`config.mk`:
```
export PLATFORM = sky130hd
export DESIGN_NAME = mdb_master_transaction
export DESIGN_NICKNAME = d
export VERILOG_FILES = /design/src/design/mdb_pkg.sv /design/src/design/mdb_front.sv /design/src/design/mdb_queue.sv /design/src/design/mdb_back.sv /design/src/design/mdb_master_transaction.sv
export VERILOG_INCLUDE_DIRS = /design/src /design/src/design
export SDC_FILE = /design/constraint.sdc
export NUM_CORES = 1
export LEC_CHECK = 0
export ABC_AREA = 1
export BUFFER_PORTS_ARGS = -buffer_cell sky130_fd_sc_hd__buf_2
export CAP_MARGIN = 20
export CORE_ASPECT_RATIO = 1.25
export CORE_MARGIN = 1
export CORE_UTILIZATION = 63
export CTS_CLUSTER_SIZE = 8
export DETAILED_ROUTE_END_ITERATION = 7
export PLACE_DENSITY = 0.85
export SLEW_MARGIN = 20
export SYNTH_ARGS = -nofsm -noshare
export SYNTH_HDL_FRONTEND = slang
export SYNTH_SLANG_ARGS = --single-unit
```
`constraint.sdc`:
```
create_clock -name clk -period 7.1 [get_ports clk]
set_clock_uncertainty 0.15 [all_clocks]
set_input_delay 0.355 -clock clk [delete_from_list [all_inputs] [get_ports clk]]
set_output_delay 0.355 -clock clk [all_outputs]
set_load 0.005 [all_outputs]
```
`src/design/mdb_master_transaction_macros.svh`:
```
// ----------------------------------------------------------------------------
// mdb_master_transaction_macros
// Assertion helpers used by the mdb_back module of the bus master. Both macros
// expect clk and rst_n to be visible where they are used.
// ----------------------------------------------------------------------------
`ifndef MDB_MASTER_TRANSACTION_MACROS_SVH
`define MDB_MASTER_TRANSACTION_MACROS_SVH

// Checks that the consequent holds in the same cycle as the antecedent.
`define MDB_ASSERT_SAME(label, ante, cons) \
  label: assert property (@(posedge clk) disable iff (!rst_n) (ante) |-> (cons)) \
    else $error("mdb assertion failed in the same cycle");

// Checks that the consequent holds in the cycle after the antecedent.
`define MDB_ASSERT_NEXT(label, ante, cons) \
  label: assert property (@(posedge clk) disable iff (!rst_n) (ante) |=> (cons)) \
    else $error("mdb assertion failed in the following cycle");

`endif

```
`src/design/mdb_pkg.sv`:
```
// ----------------------------------------------------------------------------
// mdb_pkg
// Types and constants shared by the multi-drop bus master modules.
// ----------------------------------------------------------------------------
package mdb_pkg;

  localparam logic [2:0] CMD_LOAD_PARAM = 3'd0;
  localparam logic [2:0] CMD_SEND_FRAME = 3'd1;
  localparam logic [2:0] CMD_RX_WORD    = 3'd2;
  localparam logic [2:0] CMD_TICK       = 3'd3;
  localparam logic [2:0] CMD_SEND_ACK   = 3'd4;

  localparam logic [1:0] KIND_TX_WORD    = 2'd0;
  localparam logic [1:0] KIND_REPLY_BYTE = 2'd1;
  localparam logic [1:0] KIND_TIMEOUT    = 2'd2;

  localparam logic [8:0] MODE_BIT  = 9'h100;
  localparam logic [7:0] ACK_CODE  = 8'h00;
  localparam logic [7:0] NAK_CODE  = 8'hFF;
  localparam logic [15:0] TICK_MAX = 16'hFFFF;
  localparam logic [15:0] TIMEOUT_RESET = 16'd5;

  localparam int JOB_IDX_W   = 6;
  localparam int QUEUE_DEPTH = 4;

  typedef struct packed {
    logic [2:0] command;
    logic [7:0] param_byte;
    logic [7:0] device_address;
    logic [7:0] command_code;
    logic [8:0] received_word;
    logic       ack_is_nak;
  } in_t;

  typedef struct packed {
    logic [1:0] result_kind;
    logic [8:0] transmit_word;
    logic [7:0] reply_byte;
    logic [5:0] reply_count;
    logic       last;
    logic       overflow;
  } out_t;

  typedef enum logic [1:0] {
    JOB_LOAD   = 2'd0,
    JOB_FRAME  = 2'd1,
    JOB_RESULT = 2'd2
  } job_op_t;

  typedef struct packed {
    job_op_t              op;
    logic [7:0]           data;
    logic [JOB_IDX_W-1:0] idx;
    out_t                 res;
  } job_t;

endpackage

```
`src/design/mdb_front.sv`:
```
// ----------------------------------------------------------------------------
// mdb_front
// Accepts transactions, tracks the reply state and turns those that need an action into jobs.
// ----------------------------------------------------------------------------
module mdb_front #(
  parameter int FRAME_WORDS = 32
) (
  input  logic           clk,
  input  logic           rst_n,
  input  logic           in_push,
  input  mdb_pkg::in_t   in_data,
  input  logic           cfg_valid,
  input  logic [15:0]    cfg_data,
  input  logic           q_full,
  output logic           q_push,
  output mdb_pkg::job_t  q_job
);

  localparam int MAX_PARAMS  = FRAME_WORDS - 2;
  localparam int CW          = $clog2(MAX_PARAMS + 1);
  localparam int REPLY_LIMIT = (FRAME_WORDS > 63) ? 63 : FRAME_WORDS;
  localparam logic [CW-1:0] MAX_CNT = CW'(MAX_PARAMS);
  localparam logic [5:0]    REPLY_MAX = 6'(REPLY_LIMIT);

  logic [15:0]   timeout_r;
  logic [CW-1:0] pcount_r, pcount_nxt;
  logic          await_r, await_nxt;
  logic [15:0]   idle_r, idle_nxt, idle_inc;
  logic [5:0]    rindex_r, rindex_nxt;
  logic [15:0]   limit;
  logic          accept;
  logic          rx_end;

  assign accept = in_push && !q_full;
  assign limit  = (timeout_r == 16'd0) ? 16'd1 : timeout_r;
  assign rx_end = in_data.received_word[8];
  assign idle_inc = (idle_r < mdb_pkg::TICK_MAX) ? idle_r + 16'd1 : idle_r;

  always_comb begin
    pcount_nxt = pcount_r;
    await_nxt  = await_r;
    idle_nxt   = idle_r;
    rindex_nxt = rindex_r;
    q_push     = 1'b0;
    q_job      = '0;
    q_job.op   = mdb_pkg::JOB_RESULT;
    if (accept) begin
      unique case (in_data.command)
        mdb_pkg::CMD_LOAD_PARAM: begin
          if (pcount_r < MAX_CNT) begin
            q_push     = 1'b1;
            q_job.op   = mdb_pkg::JOB_LOAD;
            q_job.data = in_data.param_byte;
            q_job.idx  = mdb_pkg::JOB_IDX_W'(pcount_r);
            pcount_nxt = pcount_r + CW'(1);
          end
        end
        mdb_pkg::CMD_SEND_FRAME: begin
          q_push     = 1'b1;
          q_job.op   = mdb_pkg::JOB_FRAME;
          q_job.data = in_data.device_address + in_data.command_code;
          q_job.idx  = mdb_pkg::JOB_IDX_W'(pcount_r);
          pcount_nxt = '0;
          await_nxt  = 1'b1;
          idle_nxt   = '0;
          rindex_nxt = '0;
        end
        mdb_pkg::CMD_RX_WORD: begin
          if (await_r) begin
            q_push                = 1'b1;
            q_job.res.result_kind = mdb_pkg::KIND_REPLY_BYTE;
            q_job.res.last        = rx_end;
            idle_nxt              = '0;
            if (rindex_r < REPLY_MAX) begin
              rindex_nxt            = rindex_r + 6'd1;
              q_job.res.reply_byte  = in_data.received_word[7:0];
              q_job.res.reply_count = rindex_r + 6'd1;
            end else begin
              q_job.res.reply_count = REPLY_MAX;
              q_job.res.overflow    = 1'b1;
            end
            if (rx_end) begin
              await_nxt = 1'b0;
            end
          end
        end
        mdb_pkg::CMD_TICK: begin
          if (await_r) begin
            idle_nxt = idle_inc;
            if (idle_inc >= limit) begin
              q_push                = 1'b1;
              q_job.res.result_kind = mdb_pkg::KIND_TIMEOUT;
              q_job.res.reply_byte  = mdb_pkg::NAK_CODE;
              q_job.res.last        = 1'b1;
              await_nxt             = 1'b0;
              idle_nxt              = '0;
              rindex_nxt            = '0;
            end
          end
        end
        mdb_pkg::CMD_SEND_ACK: begin
          q_push                  = 1'b1;
          q_job.res.result_kind   = mdb_pkg::KIND_TX_WORD;
          q_job.res.transmit_word = {1'b0, in_data.ack_is_nak ? mdb_pkg::NAK_CODE
                                                              : mdb_pkg::ACK_CODE};
          q_job.res.last          = 1'b1;
        end
        default: begin
        end
      endcase
    end
  end

  always_ff @(posedge clk) begin
    if (!rst_n) begin
      timeout_r <= mdb_pkg::TIMEOUT_RESET;
      pcount_r  <= '0;
      await_r   <= 1'b0;
      idle_r    <= '0;
      rindex_r  <= '0;
    end else begin
      if (cfg_valid) begin
        timeout_r <= cfg_data;
      end
      pcount_r <= pcount_nxt;
      await_r  <= await_nxt;
      idle_r   <= idle_nxt;
      rindex_r <= rindex_nxt;
    end
  end

endmodule

```
`src/design/mdb_queue.sv`:
```
// ----------------------------------------------------------------------------
// mdb_queue
// Short first-word-fall-through queue of jobs between front and back.
// ----------------------------------------------------------------------------
module mdb_queue (
  input  logic           clk,
  input  logic           rst_n,
  input  logic           push,
  input  mdb_pkg::job_t  push_job,
  output logic           full,
  input  logic           pop,
  output logic           empty,
  output mdb_pkg::job_t  head_job
);

  localparam int PW = $clog2(mdb_pkg::QUEUE_DEPTH);
  localparam int NW = $clog2(mdb_pkg::QUEUE_DEPTH + 1);

  mdb_pkg::job_t entry_r [mdb_pkg::QUEUE_DEPTH];
  logic [PW-1:0] wr_ptr_r, rd_ptr_r;
  logic [NW-1:0] count_r;
  logic          do_push, do_pop;

  assign full     = (count_r == NW'(mdb_pkg::QUEUE_DEPTH));
  assign empty    = (count_r == '0);
  assign do_push  = push && !full;
  assign do_pop   = pop && !empty;
  assign head_job = entry_r[rd_ptr_r];

  always_ff @(posedge clk) begin
    if (do_push) begin
      entry_r[wr_ptr_r] <= push_job;
    end
  end

  always_ff @(posedge clk) begin
    if (!rst_n) begin
      wr_ptr_r <= '0;
      rd_ptr_r <= '0;
      count_r  <= '0;
    end else begin
      if (do_push) begin
        wr_ptr_r <= wr_ptr_r + PW'(1);
      end
      if (do_pop) begin
        rd_ptr_r <= rd_ptr_r + PW'(1);
      end
      if (do_push && !do_pop) begin
        count_r <= count_r + NW'(1);
      end else if (do_pop && !do_push) begin
        count_r <= count_r - NW'(1);
      end
    end
  end

endmodule

```
`src/design/mdb_back.sv`:
```
// ----------------------------------------------------------------------------
// mdb_back
// Carries out jobs: holds the parameter store, emits frames and results.
// ----------------------------------------------------------------------------
`include "mdb_master_transaction_macros.svh"

module mdb_back #(
  parameter int FRAME_WORDS = 32
) (
  input  logic           clk,
  input  logic           rst_n,
  input  logic           q_empty,
  input  mdb_pkg::job_t  q_job,
  output logic           q_pop,
  output logic           out_empty,
  input  logic           out_pop,
  output mdb_pkg::out_t  out_data
);

  localparam int MAX_PARAMS = FRAME_WORDS - 2;
  localparam int AW = $clog2(MAX_PARAMS);
  localparam int CW = $clog2(MAX_PARAMS + 1);

  typedef enum logic [4:0] {
    ST_IDLE  = 5'b00001,
    ST_ADDR  = 5'b00010,
    ST_FETCH = 5'b00100,
    ST_EMIT  = 5'b01000,
    ST_SUM   = 5'b10000
  } state_t;

  logic [7:0]    store_mem [MAX_PARAMS];
  logic [7:0]    rd_data_r;
  state_t        state_r, state_nxt;
  logic [7:0]    low_r, low_nxt;
  logic [7:0]    sum_r, sum_nxt;
  logic [CW-1:0] cnt_r, cnt_nxt;
  logic [CW-1:0] idx_r, idx_nxt;
  logic          out_valid_r;
  mdb_pkg::out_t out_r;
  logic          slot_free;
  logic          emit;
  mdb_pkg::out_t emit_res;
  logic          mem_we;

  assign slot_free = !out_valid_r || out_pop;
  assign out_empty = !out_valid_r;
  assign out_data  = out_r;

  always_comb begin
    state_nxt = state_r;
    low_nxt   = low_r;
    sum_nxt   = sum_r;
    cnt_nxt   = cnt_r;
    idx_nxt   = idx_r;
    q_pop     = 1'b0;
    mem_we    = 1'b0;
    emit      = 1'b0;
    emit_res  = '0;
    unique case (state_r)
      ST_IDLE: begin
        if (!q_empty) begin
          unique case (q_job.op)
            mdb_pkg::JOB_LOAD: begin
              q_pop  = 1'b1;
              mem_we = 1'b1;
            end
            mdb_pkg::JOB_FRAME: begin
              q_pop     = 1'b1;
              low_nxt   = q_job.data;
              sum_nxt   = q_job.data;
              cnt_nxt   = CW'(q_job.idx);
              state_nxt = ST_ADDR;
            end
            mdb_pkg::JOB_RESULT: begin
              if (slot_free) begin
                q_pop    = 1'b1;
                emit     = 1'b1;
                emit_res = q_job.res;
              end
            end
            default: begin
              q_pop = 1'b1;
            end
          endcase
        end
      end
      ST_ADDR: begin
        if (slot_free) begin
          emit                   = 1'b1;
          emit_res.transmit_word = mdb_pkg::MODE_BIT | {1'b0, low_r};
          idx_nxt                = '0;
          state_nxt              = (cnt_r == '0) ? ST_SUM : ST_FETCH;
        end
      end
      ST_FETCH: begin
        state_nxt = ST_EMIT;
      end
      ST_EMIT: begin
        if (slot_free) begin
          emit                   = 1'b1;
          emit_res.transmit_word = {1'b0, rd_data_r};
          sum_nxt                = sum_r + rd_data_r;
          idx_nxt                = idx_r + CW'(1);
          state_nxt              = (idx_r + CW'(1) == cnt_r) ? ST_SUM : ST_FETCH;
        end
      end
      ST_SUM: begin
        if (slot_free) begin
          emit                   = 1'b1;
          emit_res.transmit_word = {1'b0, sum_r};
          emit_res.last          = 1'b1;
          state_nxt              = ST_IDLE;
        end
      end
      default: begin
        state_nxt = ST_IDLE;
      end
    endcase
  end

  always_ff @(posedge clk) begin
    if (mem_we) begin
      store_mem[q_job.idx[AW-1:0]] <= q_job.data;
    end
    rd_data_r <= store_mem[idx_r[AW-1:0]];
  end

  always_ff @(posedge clk) begin
    low_r <= low_nxt;
    sum_r <= sum_nxt;
    cnt_r <= cnt_nxt;
    idx_r <= idx_nxt;
    if (emit) begin
      out_r <= emit_res;
    end
  end

  always_ff @(posedge clk) begin
    if (!rst_n) begin
      state_r     <= ST_IDLE;
      out_valid_r <= 1'b0;
    end else begin
      state_r <= state_nxt;
      if (emit) begin
        out_valid_r <= 1'b1;
      end else if (out_pop) begin
        out_valid_r <= 1'b0;
      end
    end
  end

  `MDB_ASSERT_NEXT(a_out_hold, out_valid_r && !out_pop, out_valid_r && $stable(out_r))
  `MDB_ASSERT_NEXT(a_sum_last, state_r == ST_SUM && slot_free, out_valid_r && out_r.last)
  `MDB_ASSERT_SAME(a_fetch_range, state_r == ST_FETCH || state_r == ST_EMIT, idx_r < cnt_r)

endmodule

```
`src/design/mdb_master_transaction.sv`:
```
// ----------------------------------------------------------------------------
// mdb_master_transaction
// With the back part idle, an accepted result goes through the job queue and the output register.
// Throughput: one per cycle until the job queue fills; a frame sends address, parameters, then sum.
// Reset clears the queue, output valid flag, reply state and parameter count; timeout is 5.
// ----------------------------------------------------------------------------
module mdb_master_transaction #(
  parameter int FRAME_WORDS = 32
) (
  input  logic          clk,
  input  logic          rst_n,
  input  logic          in_push,
  input  mdb_pkg::in_t  in_data,
  output logic          in_full,
  output logic          out_empty,
  input  logic          out_pop,
  output mdb_pkg::out_t out_data,
  input  logic          cfg_valid,
  output logic          cfg_ready,
  input  logic [15:0]   cfg_data
);

  logic          q_push, q_full, q_pop, q_empty;
  mdb_pkg::job_t push_job, head_job;

  assign in_full   = q_full;
  assign cfg_ready = 1'b1;

  mdb_front #(
    .FRAME_WORDS(FRAME_WORDS)
  ) u_front (
    .clk      (clk),
    .rst_n    (rst_n),
    .in_push  (in_push),
    .in_data  (in_data),
    .cfg_valid(cfg_valid),
    .cfg_data (cfg_data),
    .q_full   (q_full),
    .q_push   (q_push),
    .q_job    (push_job)
  );

  mdb_queue u_queue (
    .clk     (clk),
    .rst_n   (rst_n),
    .push    (q_push),
    .push_job(push_job),
    .full    (q_full),
    .pop     (q_pop),
    .empty   (q_empty),
    .head_job(head_job)
  );

  mdb_back #(
    .FRAME_WORDS(FRAME_WORDS)
  ) u_back (
    .clk      (clk),
    .rst_n    (rst_n),
    .q_empty  (q_empty),
    .q_job    (head_job),
    .q_pop    (q_pop),
    .out_empty(out_empty),
    .out_pop  (out_pop),
    .out_data (out_data)
  );

endmodule
```
; Yosys cells after proc, flatten, opt, wreduce, memory -nomap -nowiden
; Memory sizes are Yosys's and may differ from the RTL's. A register that Yosys moved wholly into a read port is not among the register bits.
; Index checks and enable logic that the tools add are counted.
[classes]
n_reduce_logical = 33
n_addsub = 10
magnitude_cmp = 4
n_bitwise = 4
mux = 86
n_eq_ne = 23
[ops]
columns = op, n
row1 = $mux W16, 7
row2 = $mux W8, 10
row3 = $mux W25, 3
row4 = $mux W5, 10
row5 = $pmux W16 S3, 1
row6 = $mux W43, 1
row7 = $mux W6, 6
row8 = $pmux W9 S4, 1
row9 = $pmux W16 S2, 1
row10 = $pmux W8 S2, 2
row11 = $mux W1, 27
row12 = $pmux W5 S5, 1
row13 = $pmux W5 S2, 2
row14 = $pmux W6 S3, 1
row15 = $add A16 B1 Y16 const B, 1
row16 = $add A8 B8 Y8, 2
row17 = $ge A16 B16 Y1, 1
row18 = $logic_not A16 Y1, 1
row19 = $lt A16 B16 Y1 const B, 1
row20 = $ne A2 B1 Y1 const B, 8
row21 = $add A5 B1 Y5 const B, 2
row22 = $reduce_bool A2 Y1, 5
row23 = $mux W9, 1
row24 = $reduce_and A3 Y1, 3
row25 = 39 further kinds, 62
[word_totals]
n_memories = 2
ram_bits = 412
elab_cells = 182
ff_bits = 110
output_inout_bits = 30
inputBits = 58
[mem_list]
columns = memory, words, word_bits, rd, rd_clocked_by_memory_dff, write_ports, line
row1 = u_back.store_mem, 30, 8, 1, 1, 1, mdb_back.sv:32  ; logic [7:0] store_mem [MAX_PARAMS];
row2 = u_queue.entry_r, 4, 43, 1, 1, 1, mdb_queue.sv:19  ; mdb_pkg::job_t entry_r [mdb_pkg::QUEUE_DEPTH];

; Longest topological paths before layout
; Gate-level depths: netlist of the first run.
[depth]
ltp_word = 12
depth_mapped = 29
mapped_depth_nobuf = 29

; Modules after synthesis
; From an unflattened synthesis of the first run, not the netlist that was laid out.
[unflattened]
cells_unflattened = 2071
area_unflattened_um2 = 22964.5
[modules_own_cells]
columns = mod, seq_area_each_um2, n_inst, cells_each, area_each_um2
row1 = mdb_back, 9078.7, 1, 1045, 12655.9
row2 = mdb_queue, 5345.1, 1, 485, 6842.8
row3 = mdb_front, 880.8, 1, 539, 3454.6
row4 = mdb_master_transaction, 0.0, 1, 2, 11.3

; Worst setup path after synthesis of the first run
; OpenSTA, ideal clock, no wires.
[synth_path]
kind = register -> register
startpoint = register u_front.idle_r[0]
endpoint = memory u_queue.entry_r[0][0] (netlist bit), enable pin
arrival_ps = 3737
synth_period_minus_slack_ps = 4313
n_path_buf = 0
stages_incl_launch_ff = 19
slack_ps = 2787
cell_sequence = dfxtp_1 -> ha_1 -> nand2_1 -> nor2_2 -> nand2_1 -> inv_1 -> nand3_1 -> nand2_1 -> o21ai_0 -> inv_1 -> ha_1 -> nand2_1 -> nor4_1 -> nand2_1 -> nand2_1 -> nand2_1 -> nand2_1 -> nand2_1 -> nor2_1
[synth_between]
elab_chain_cells = 10
word_cells_on_any_way = 11
cone_classes = add/sub (1) / order compare (2) / mux (7) / reduce/logical (1)
[synth_lines]
columns = item, line
row1 = from (decl), mdb_front.sv:28  ; logic [15:0] idle_r, idle_nxt, idle_inc;
row2 = from (signal assigned), mdb_front.sv:127  ; idle_r <= idle_nxt;
row3 = $add A16 B1 Y16 or $lt A16 B16 Y1 (tied branches), mdb_front.sv:37  ; assign idle_inc = (idle_r < mdb_pkg::TICK_MAX) ? idle_r + 16'd1 : idle_r;
row4 = $mux W16 *, mdb_front.sv:37
row5 = $ge A16 B16 Y1 *, mdb_front.sv:90  ; if (idle_inc >= limit) begin
row6 = $mux W1 *, mdb_front.sv:90
row7 = $mux W1 *, mdb_front.sv:88  ; if (await_r) begin
row8 = $pmux W1 S4 *, mdb_front.sv:48  ; unique case (in_data.command)
row9 = $mux W1 *, mdb_front.sv:47  ; if (accept) begin
row10 = $logic_and A1 B1 Y1 *, mdb_queue.sv:26  ; assign do_push = push && !full;
row11 = $mux W1 *, mdb_queue.sv:31  ; if (do_push) begin
row12 = $mux W1 (implied by the code) *, mdb_queue.sv:32  ; entry_r[wr_ptr_r] <= push_job;
row13 = to (decl), mdb_queue.sv:19
; Mark *: on every way between the ends. The rest lies on a longest branch, timed or not.

; Worst setup path after layout of the first run
[layout_path]
startpoint = register u_front.idle_r[0]
endpoint = register u_queue.count_r[1]
[layout_between]
elab_chain_cells = 11
word_cells_on_any_way = 14
cone_classes = add/sub (1) / order compare (2) / mux (6) / reduce/logical (5)
[layout_lines]
columns = item, line
row1 = $add A16 B1 Y16 or $lt A16 B16 Y1 (tied branches), mdb_front.sv:37
row2 = $mux W16 *, mdb_front.sv:37
row3 = $ge A16 B16 Y1 *, mdb_front.sv:90
row4 = $mux W1 *, mdb_front.sv:90
row5 = $mux W1 *, mdb_front.sv:88
row6 = $pmux W1 S4 *, mdb_front.sv:48
row7 = $mux W1 *, mdb_front.sv:47
row8 = $logic_and A1 B1 Y1 *, mdb_queue.sv:26
row9 = named net u_queue.do_push, mdb_queue.sv:22  ; logic do_push, do_pop;
row10 = $logic_not A1 Y1, mdb_queue.sv:50  ; end else if (do_pop && !do_push) begin
row11 = $logic_and A1 B1 Y1, mdb_queue.sv:50
row12 = $reduce_bool A2 Y1 (no source line), n/a
row13 = to (signal assigned), mdb_queue.sv:49  ; count_r <= count_r + NW'(1);
row14 = to (signal assigned), mdb_queue.sv:51  ; count_r <= count_r - NW'(1);
row15 = to (decl), mdb_queue.sv:21  ; logic [NW-1:0] count_r;
; The timed path passes the listed nets; every way through them passes the cells marked *.
; A chain may end at the register's enable or synchronous reset.

==> flow_summary.toml, run 1 <==
[clocking]
postCtsSetupRepairBufs = 0
cts_inserted_buffers = 71
cts_tree = "done"
clockBufferDepth = 3
cts_sinks = 496
cts-root-buf = "clkbuf_16"
clkTransAtPathRegs_ps = 50
clock_latency_ps = 580
htreeDepth = 3
cts_resized = 0

[drt]
drt_iter0_drc = 1719
routedWlPerCell_um = 20.9
route.vias.total = 15454
vias_per_cell = 6.22
drc = 4
routed_wl_mm = 51.9
drtAntennaViolNets = 0
dr.pass1.iters = 8

[floorplan]
placementRows = 74
io_pins = 88
die-area_um2 = 34600
core-area_um2 = 33000
die_h_um = 208
start_util = 0.646
die_x_um = 166

[synthesis]
synth_edf_count = 429
yosys_warnings = 0
syn_inst = 1908
synth_seq_area_share = 0.668
syn_nets = 2009
synth_top_cell_by_area = "edfxtp_1"
netlist_top_cells_area = "edfxtp_1, dfxtp_1, nor2_1"
synth_top_area_frac = 0.605
synth-seq-cells = 496
syn_area_um2 = 21300
synthFlopType = "edfxtp_1"
async_flop_share = 0
ys_types = 58
postSynthAreaPerCell_um2 = 11.2

[layout]
n_antenna_cell = 0
postLayoutCellArea_um2 = 24400
num-nets-final = 2127
final_cell_count_no_fill = 2483
area_delta_synth_final_pct = 14.5
final_common_cell = "edfxtp_1"
final_cell_mix = "edfxtp_1, nor2_1, nand2_1, o21ai_0, a21oi_1"
layout-drive-gt1-share = 0.125
final_core_util = 0.740
fillerInstances = 1963

[setup_path]
endpoint = "u_queue.count_r[1]$_SDFFE_PN0P_"
slowest_stage = "dfxtp_1"
worstRegToRegCells = 25
rr_endpoint = "u_queue.count_r[1]$_SDFFE_PN0P_"
path_class = "flip-flop to flip-flop"
worstPathArrival_ps = 5030
worstSetupStartpointType = "flip-flop"
required_ps = 7390
critPathCaptureType = "flip-flop"
r2r_slack_ps = 2360
cp-startpoint = "u_front.idle_r[0]$_SDFFE_PN0P_"
r2r-start = "u_front.idle_r[0]$_SDFFE_PN0P_"
crit_top_cell = "nand2_1"
max_stage_delay_ps = 420
critPathMaxFanout = 11

[timing]
fin_crit_sh = 0.668
fin_crit_ps = 4740
setup_tns_ps = 0
setup_violations = 0
finalHoldViolations = 0
fmax_mhz = 211
worst_pin_slew_ps = 993
grt_setup_unrepaired = "no"
slew_headroom = 0.336
drv_slew = 0

[worst_hold_path]
min_path_type = "primary input to flip-flop"

[global_route]
overflow = 0
grt_pass1_vias = 15335
grt_max_degree = 96
grt_first_pass_wirelength_mm = 80.3
antenna_found_initial = 0
grt_usage = 0.300

[placed_design]
dp_hpwl_mm = 29.8
io_buffer_count = 86
placed_cell_area_um2 = 22100
gp_congestion = 0.896
dp_cells = 2347

[run_status]
violations = "DRC"
status = "finished with violations"

[power_and_ir_drop]
vdd_ir_drop_max_v = 0.000229
cellPowerDensity_nw_per_um2 = 349
leakagePower_uw = 0.00881

[run]
maxCapViolations = 0
-- cell usage after synthesis, types with 6 or more instances --
cell type / n
nor3_1: 18
xor2_1: 14
nand4_1: 15
inv_2: 10
dfxtp_1: 67
o221ai_1: 17
buf_2: 24
o21ai_0: 212
ha_1: 40
buf_4: 9
inv_1: 107
nand2_2: 15
a22oi_1: 6
o22ai_1: 48
nor2_1: 295
a21oi_1: 141
clkbuf_1: 48
o211ai_1: 6
edfxtp_1: 429
nor4_1: 8
nand2_1: 261
nor2_2: 7
nand3_1: 43
-- cells by family (layout without fill, tap and decap cells) --
logic type | count (synthesis) | count (layout) | share of synthesized area
xor gates and xnor gates | 17 | 17 | 0.00699
other | 1 | 1 | 0.000176
and+or+nand+nor | 679 | 679 | 0.133
adders and majority gates | 43 | 43 | 0.0263
AOI/OAI and AO/OA | 464 | 464 | 0.124
buffers and inverters | 208 | 365 | 0.0418
DFF | 496 | 496 | 0.668
-- final cells by class --
type / instances / area, um2 / area share
clock inverter: 3 / 41.3 / 0.00169
tap: 418 / 523 / 0.0214
multi-input combinational: 1204 / 6270 / 0.257
sequential: 496 / 14200 / 0.583
inverter: 121 / 459 / 0.0188
clock buffer: 109 / 1960 / 0.0804
timing repair buffer: 132 / 908 / 0.0372
-- where the power goes --
part / internal (uW) / switching (uW)
clock: 1880 / 1170
sequential: 3710 / 87.9
combinational: 433 / 1220
-- stage by stage --
step / worst slack [ps] / hold WS [ps] / power (uW)
after floorplan: 2790 / 301 / 4830
after global placement: 2570 / 313 / 5310
after detailed placement: 2390 / 329 / 5400
after CTS: 2380 / 54.6 / 8440
after global routing: 2010 / 101 / 8760
final: 2360 / 71.0 / 8500
-- per-layer routing --
metal,wire (um),track usage
met5,0,0
met4,2480,0.155
met3,4450,0.0479
met2,26800,0.529
met1,18200,0.356
-- worst min-delay path by stage --
stage	start	end	slack [ps]	depth (start not counted)
floorplan	u_front.timeout_r[15]$_SDFFE_PN0P_	u_front.timeout_r[15]$_SDFFE_PN0P_	300	2
global placement	u_front.await_r$_SDFFE_PN0P_	u_front.await_r$_SDFFE_PN0P_	310	2
finish	in_data[3]	u_queue.entry_r[0][10]$_DFFE_PP_	70	3
detailed placement	u_front.await_r$_SDFFE_PN0P_	u_front.await_r$_SDFFE_PN0P_	330	2
CTS	in_data[3]	u_queue.entry_r[0][10]$_DFFE_PP_	50	3
global route	in_data[3]	u_queue.entry_r[1][10]$_DFFE_PP_	100	3
-- what timing repair did --
| action | CTS | global route |
|---|---|---|
| endpoints found under the setup margin | 0 | 0 |
| hold endpoints to repair | 16 | 0 |
| hold buffers | 19 | 0 |
-- registers in the layout (all words and copies together) (netlist names), 6 cells and up, named ones only --
signal             count
u_front.timeout_r     16
u_back.sum_r           8
u_back.rd_data_r       8
u_front.rindex_r       6
u_back.out_data       27
u_back.store_mem     240
u_queue.entry_r      136
u_front.idle_r        16
u_back.low_r           8
-- worst max-delay path, delay by kind of cell (launching register included) --
family | cells | cell delay, ps
flops | 1 | 420
simple gates | 15 | 2180
fa+ha+maj | 4 | 1100
buf+inv | 3 | 260
xor+xnor | 1 | 200
compound gates | 2 | 280
No activity file was read; power rests on OpenSTA's default activity.
==> run 2, diff against run 1 <==
CORE_UTILIZATION = 62   (was 63)
PLACE_DENSITY = 0.84   (was 0.85)
clock period = 4.7 ns   (was 7.1 ns; I/O delays follow)
==> run 2 against run 1 <==
Against the previous run: cell area rose by 0.52%; hold slack got worse by 31 ps; global-route usage rose by 0.13 points; combinational power rose by 50%; sequential cell count did not move; wire length rose by 0.94%; the flow now finishes without violations; worst setup slack got worse by 2000 ps; final cell count rose by 1.0%; highest routed layer unchanged; sequential power rose by 52%.
==> flow_summary.toml, run 2 (same netlist as run 1, synthesis figures left out) <==
[run_status]
status = "finished clean"

[drt]
routedWlPerCell_um = 20.9
drc = 0
dr.pass1.iters = 6
drtAntennaViolNets = 0
route.vias.total = 15622
vias_per_cell = 6.23
drt_iter0_drc = 1718
routed_wl_mm = 52.4

[setup_path]
required_ps = 5040
critPathMaxFanout = 6
worstSetupStartpointType = "flip-flop"
worstPathArrival_ps = 4650
crit_top_cell = "nand2_1"
rr_endpoint = "u_queue.count_r[2]$_SDFFE_PN0P_"
critPathCaptureType = "flip-flop"
r2r_slack_ps = 390
max_stage_delay_ps = 430
path_class = "flip-flop to flip-flop"
slowest_stage = "dfxtp_1"
r2r-start = "u_front.idle_r[0]$_SDFFE_PN0P_"
worstRegToRegCells = 28

[global_route]
grt_first_pass_wirelength_mm = 81.3
grt_pass1_vias = 15643
overflow = 0
antenna_found_initial = 0
grt_max_degree = 115
grt_usage = 0.302

[power_and_ir_drop]
pwr-share-clk = 0.359
pwr-share-seq = 0.448
power.internal_uw = 9090
p_sw_uw = 3760
combPwrFrac = 0.193
leakagePower_uw = 0.00888
vdd_ir_drop_max_v = 0.000366
sw_frac_of_total = 0.293
cellPowerDensity_nw_per_um2 = 524

[placed_design]
io_buffer_count = 86
placed_cell_area_um2 = 22200
dp_hpwl_mm = 29.9
gp_congestion = 0.903

[worst_hold_path]
hold_start = "rst_n"
min_path_type = "primary input to flip-flop"
min_path_cells = 3
hold_path_end = "u_queue.wr_ptr_r[1]$_SDFFE_PN0P_"

[floorplan]
die_x_um = 168
core-area_um2 = 33700
start_util = 0.632
placementRows = 75
die-area_um2 = 35100
die_h_um = 209
io_pins = 88

[layout]
postLayoutCellArea_um2 = 24500
area_delta_synth_final_pct = 15.1
largest_reg_flops = 240
layout-drive-gt1-share = 0.126
num-nets-final = 2148
n_antenna_cell = 0
final_cell_mix = "edfxtp_1, nor2_1, nand2_1, o21ai_0, a21oi_1"
final_common_cell = "edfxtp_1"

[timing]
setup_violations = 0
fmax_mhz = 232
worst_pin_slew_ps = 1070
drv_slew = 0
fin_crit_sh = 0.918
finalHoldViolations = 0
fin_crit_ps = 4310
slew_headroom = 0.288
setup_tns_ps = 0
grt_setup_unrepaired = "no"
whs_ps = 39.9

[clocking]
cts_hold_buf = 35
cts_resized = 0
htreeDepth = 3
clkTransAtPathRegs_ps = 50
cts-root-buf = "clkbuf_16"
clockBufferDepth = 3
cts_inserted_buffers = 71
cts_sinks = 496
postCtsSetupRepairBufs = 0
cts_tree = "done"
clock_latency_ps = 570

[run]
maxCapViolations = 0
-- run 2: changes by cell type in the layout (fill, tap and decap cells not counted), sizes merged --
cell,change
buf,+5
clkinv,-4
dlygate4sd3,+16
inv,+4
-- run 2: metal layers --
layer,track usage,part of all wire,wire length (um),up-vias
met1,0.348,0.36,18600,7503
met4,0.167,0.044,2320,0
met2,0.536,0.52,27300,888
met5,0,0,0,-
li1,-,-,-,7047
met3,0.0481,0.081,4230,184
-- run 2: layout make-up --
| cell class | count | area, um2 |
|---|---|---|
| Sequential cell | 496 | 14200 |
| Clock buffer | 109 | 1960 |
| Fill cell | 2058 | 9170 |
| Timing Repair Buffer | 153 | 1030 |
| Inverter | 121 | 458 |
| Tap cell | 423 | 529 |
| Clock inverter | 3 | 37.5 |
| Multi-Input combinational cell | 1204 | 6270 |
-- run 2: worst max-delay path by stage --
stage	startpoint	end	slack [ps]	cells after the start
floorplan	u_front.idle_r[0]$_SDFFE_PN0P_	u_queue.entry_r[0][0]$_DFFE_PP_	390	18
global placement	u_front.idle_r[0]$_SDFFE_PN0P_	u_queue.count_r[2]$_SDFFE_PN0P_	710	28
detailed placement	u_front.idle_r[0]$_SDFFE_PN0P_	u_queue.count_r[2]$_SDFFE_PN0P_	530	28
CTS	u_front.idle_r[0]$_SDFFE_PN0P_	u_queue.count_r[2]$_SDFFE_PN0P_	500	28
global route	u_front.idle_r[0]$_SDFFE_PN0P_	u_queue.count_r[2]$_SDFFE_PN0P_	30	28
finish	u_front.idle_r[0]$_SDFFE_PN0P_	u_queue.count_r[2]$_SDFFE_PN0P_	390	28
-- run 2: critical path, delay by kind of cell (launching register included) --
family / cells / cell delay, ps
flops: 1 / 430
fa+ha+maj: 4 / 990
compound gates: 2 / 210
buf+inv: 3 / 270
xor+xnor: 1 / 250
simple gates: 18 / 1960
-- run 2: power by group through the flow --
stage               sequential (uW)  clock (uW)  combinational (uW)
finish                         5760        4610                2480
global route                   5780        4810                2670
floorplan                      5800           0                1490
detailed placement             5820           0                2360
CTS                            5750        4630                2430
global placement               5810           0                2250
-- run 2: metrics by stage --
step	worst slack (ps)	util	power, uW	instances
floorplan	387	-	7290	1908
CTS	503	0.728	12800	2509
detailed placement	528	0.658	8180	2362
global route	25.8	0.728	13300	2509
finish	387	0.728	12900	2509
global placement	711	0.658	8060	2362
==> run 3, diff against run 2 <==
BUFFER_PORTS_ARGS = unset   (was -buffer_cell sky130_fd_sc_hd__buf_2)
CORE_UTILIZATION = 63   (was 62)
DONT_BUFFER_PORTS = 1   (was unset)
PLACE_DENSITY = 0.83   (was 0.84)
==> run 3 against run 2 <==
Against the previous run: critical path depth down 3; cell area shrank 1.5%; clock-buffer cell count is 2 lower; sequential power is essentially flat; die area decreased by 1.6%; register-to-register slack improved by 97 ps; combinational power fell by 5%; final cell count down 3.5%; global-route usage is 0.45 points higher; hold slack gained 1.5 ps; first-iteration DRC count shrank 0.64%.
==> flow_summary.toml, run 3 (same netlist as run 1, synthesis figures left out) <==
[worst_hold_path]
hold_start = "in_data[17]"
min_path_type = "primary input to flip-flop"

[layout]
postLayoutCellArea_um2 = 24200
num-nets-final = 2066
final_cell_mix = "edfxtp_1, nor2_1, nand2_1, o21ai_0, a21oi_1"
largest_reg_flops = 240
fillerInstances = 1978
final_cell_count_no_fill = 2422
layout-drive-gt1-share = 0.0893
final_common_cell = "edfxtp_1"
multiInputGateArea_um2 = 6270
n_antenna_cell = 0
area_delta_synth_final_pct = 13.4
seqCellArea_um2 = 14200

[global_route]
grt_usage = 0.306
grt_first_pass_wirelength_mm = 82.1
grt_max_degree = 62
grt_pass1_vias = 15573
overflow = 0
antenna_found_initial = 0

[timing]
drv_slew = 0
setup_tns_ps = 0
fin_crit_ps = 4220
slew_headroom = 0.334
whs_ps = 41.4
setup_violations = 0
grt_setup_unrepaired = "no"
worst_pin_slew_ps = 998
finalHoldViolations = 0
fin_crit_sh = 0.897
fmax_mhz = 237

[setup_path]
worstPathArrival_ps = 4560
critPathCaptureType = "flip-flop"
worstRegToRegCells = 25
r2r-start = "u_front.idle_r[0]$_SDFFE_PN0P_"
rr_endpoint = "u_queue.count_r[2]$_SDFFE_PN0P_"
r2r_slack_ps = 480
required_ps = 5050
endpoint = "u_queue.count_r[2]$_SDFFE_PN0P_"
path_class = "flip-flop to flip-flop"
worstSetupStartpointType = "flip-flop"
cp-startpoint = "u_front.idle_r[0]$_SDFFE_PN0P_"
critPathMaxFanout = 6

[floorplan]
die_h_um = 208
die_x_um = 166
core-area_um2 = 33000
io_pins = 88
start_util = 0.646
die-area_um2 = 34600
placementRows = 74

[clocking]
clockBufferDepth = 3
cts_sinks = 496
cts_tree = "done"
clkTransAtPathRegs_ps = 50
cts_inserted_buffers = 71
clock_latency_ps = 580
cts-root-buf = "clkbuf_16"
htreeDepth = 3

[drt]
drt_iter0_drc = 1707
vias_per_cell = 6.32
drc = 0
dr.pass1.iters = 6
routedWlPerCell_um = 21.8
routed_wl_mm = 52.7
drtAntennaViolNets = 0
route.vias.total = 15295

[placed_design]
io_buffer_count = 0
placed_cell_area_um2 = 21700
gp_congestion = 0.950
dp_hpwl_mm = 30.3
dp_cells = 2270

[power_and_ir_drop]
leakagePower_uw = 0.00857
cellPowerDensity_nw_per_um2 = 530
vdd_ir_drop_max_v = 0.000369

[run_status]
status = "finished clean"

[run]
maxCapViolations = 0
[run 3: cell types whose count changed in the layout (fill, tap and decap cells not counted), moves of 2 or more]
cell           delta
buf_2            -85
clkbuf_1          -2
clkinv_8          +2
dlygate4sd3_1     +4
[run 3: worst max-delay path, stage by stage (launching register included)]
cell	delay (ps)
dfxtp_1	440
ha_1	200
nand2_1	120
nor2_2	160
nand2_1	110
inv_1	100
nand3_1	120
o22ai_1	190
inv_1	80
ha_1	280
nand2_1	80
nor4_1	290
nand2_1	130
nand2_1	70
nand2_1	60
nand2_1	140
nand2_1	270
inv_1	130
ha_1	140
inv_1	60
fa_1	380
nor2_1	120
nor2_1	50
nand2_1	70
o21ai_0	70
a21oi_1	140
[run 3: area by class of cell]
| cell class | instances | share of cell area |
|---|---|---|
| inverters | 121 | 0.0190 |
| clock buffers | 107 | 0.0809 |
| flip-flops and latches | 496 | 0.589 |
| multi-input cells | 1204 | 0.260 |
| well taps | 418 | 0.0217 |
| repair buffers | 71 | 0.0265 |
| clock inverters | 5 | 0.00337 |
[run 3: how the worst min path moves through the flow]
stage / cells past startpoint / endpoint / slack [ps]
final: 3 / u_queue.entry_r[3][40]$_DFFE_PP_ / 40
after detailed placement: 1 / u_back.state_r[0]$_SDFFE_PN1P_ / 200
after CTS: 3 / u_queue.entry_r[1][40]$_DFFE_PP_ / 9
after global routing: 2 / u_back.state_r[0]$_SDFFE_PN1P_ / 70
after global placement: 1 / u_front.timeout_r[0]$_SDFFE_PN1P_ / 180
after floorplan: 1 / u_front.timeout_r[2]$_SDFFE_PN1P_ / 200
[run 3: per-layer routing]
metal	global-route usage	vias to the layer above	wire [um]
met2	0.546	909	27500
met4	0.152	0	2120
met3	0.0562	165	4630
met5	0	-	0
li1	-	6892	-
met1	0.354	7329	18500
[run 3: per-stage QoR]
step,setup WS [ps],utilization,power [uW]
floorplan,387,-,7290
global placement,701,0.659,7950
detailed placement,559,0.659,8070
CTS,482,0.733,12700
global route,45.5,0.733,13200
finish,484,0.733,12800
[run 3: repair_timing]
action	CTS	global route
hold buffers	40	0
endpoints found under the hold margin	124	0
resized for setup	0	0
buffers inserted	0	0
[run 3: power breakdown]
| group | switching (uW) | internal, uW | total, uW |
|---|---|---|---|
| clock | 1800 | 2850 | 4660 |
| combinational | 1780 | 575 | 2360 |
| sequential | 176 | 5610 | 5780 |
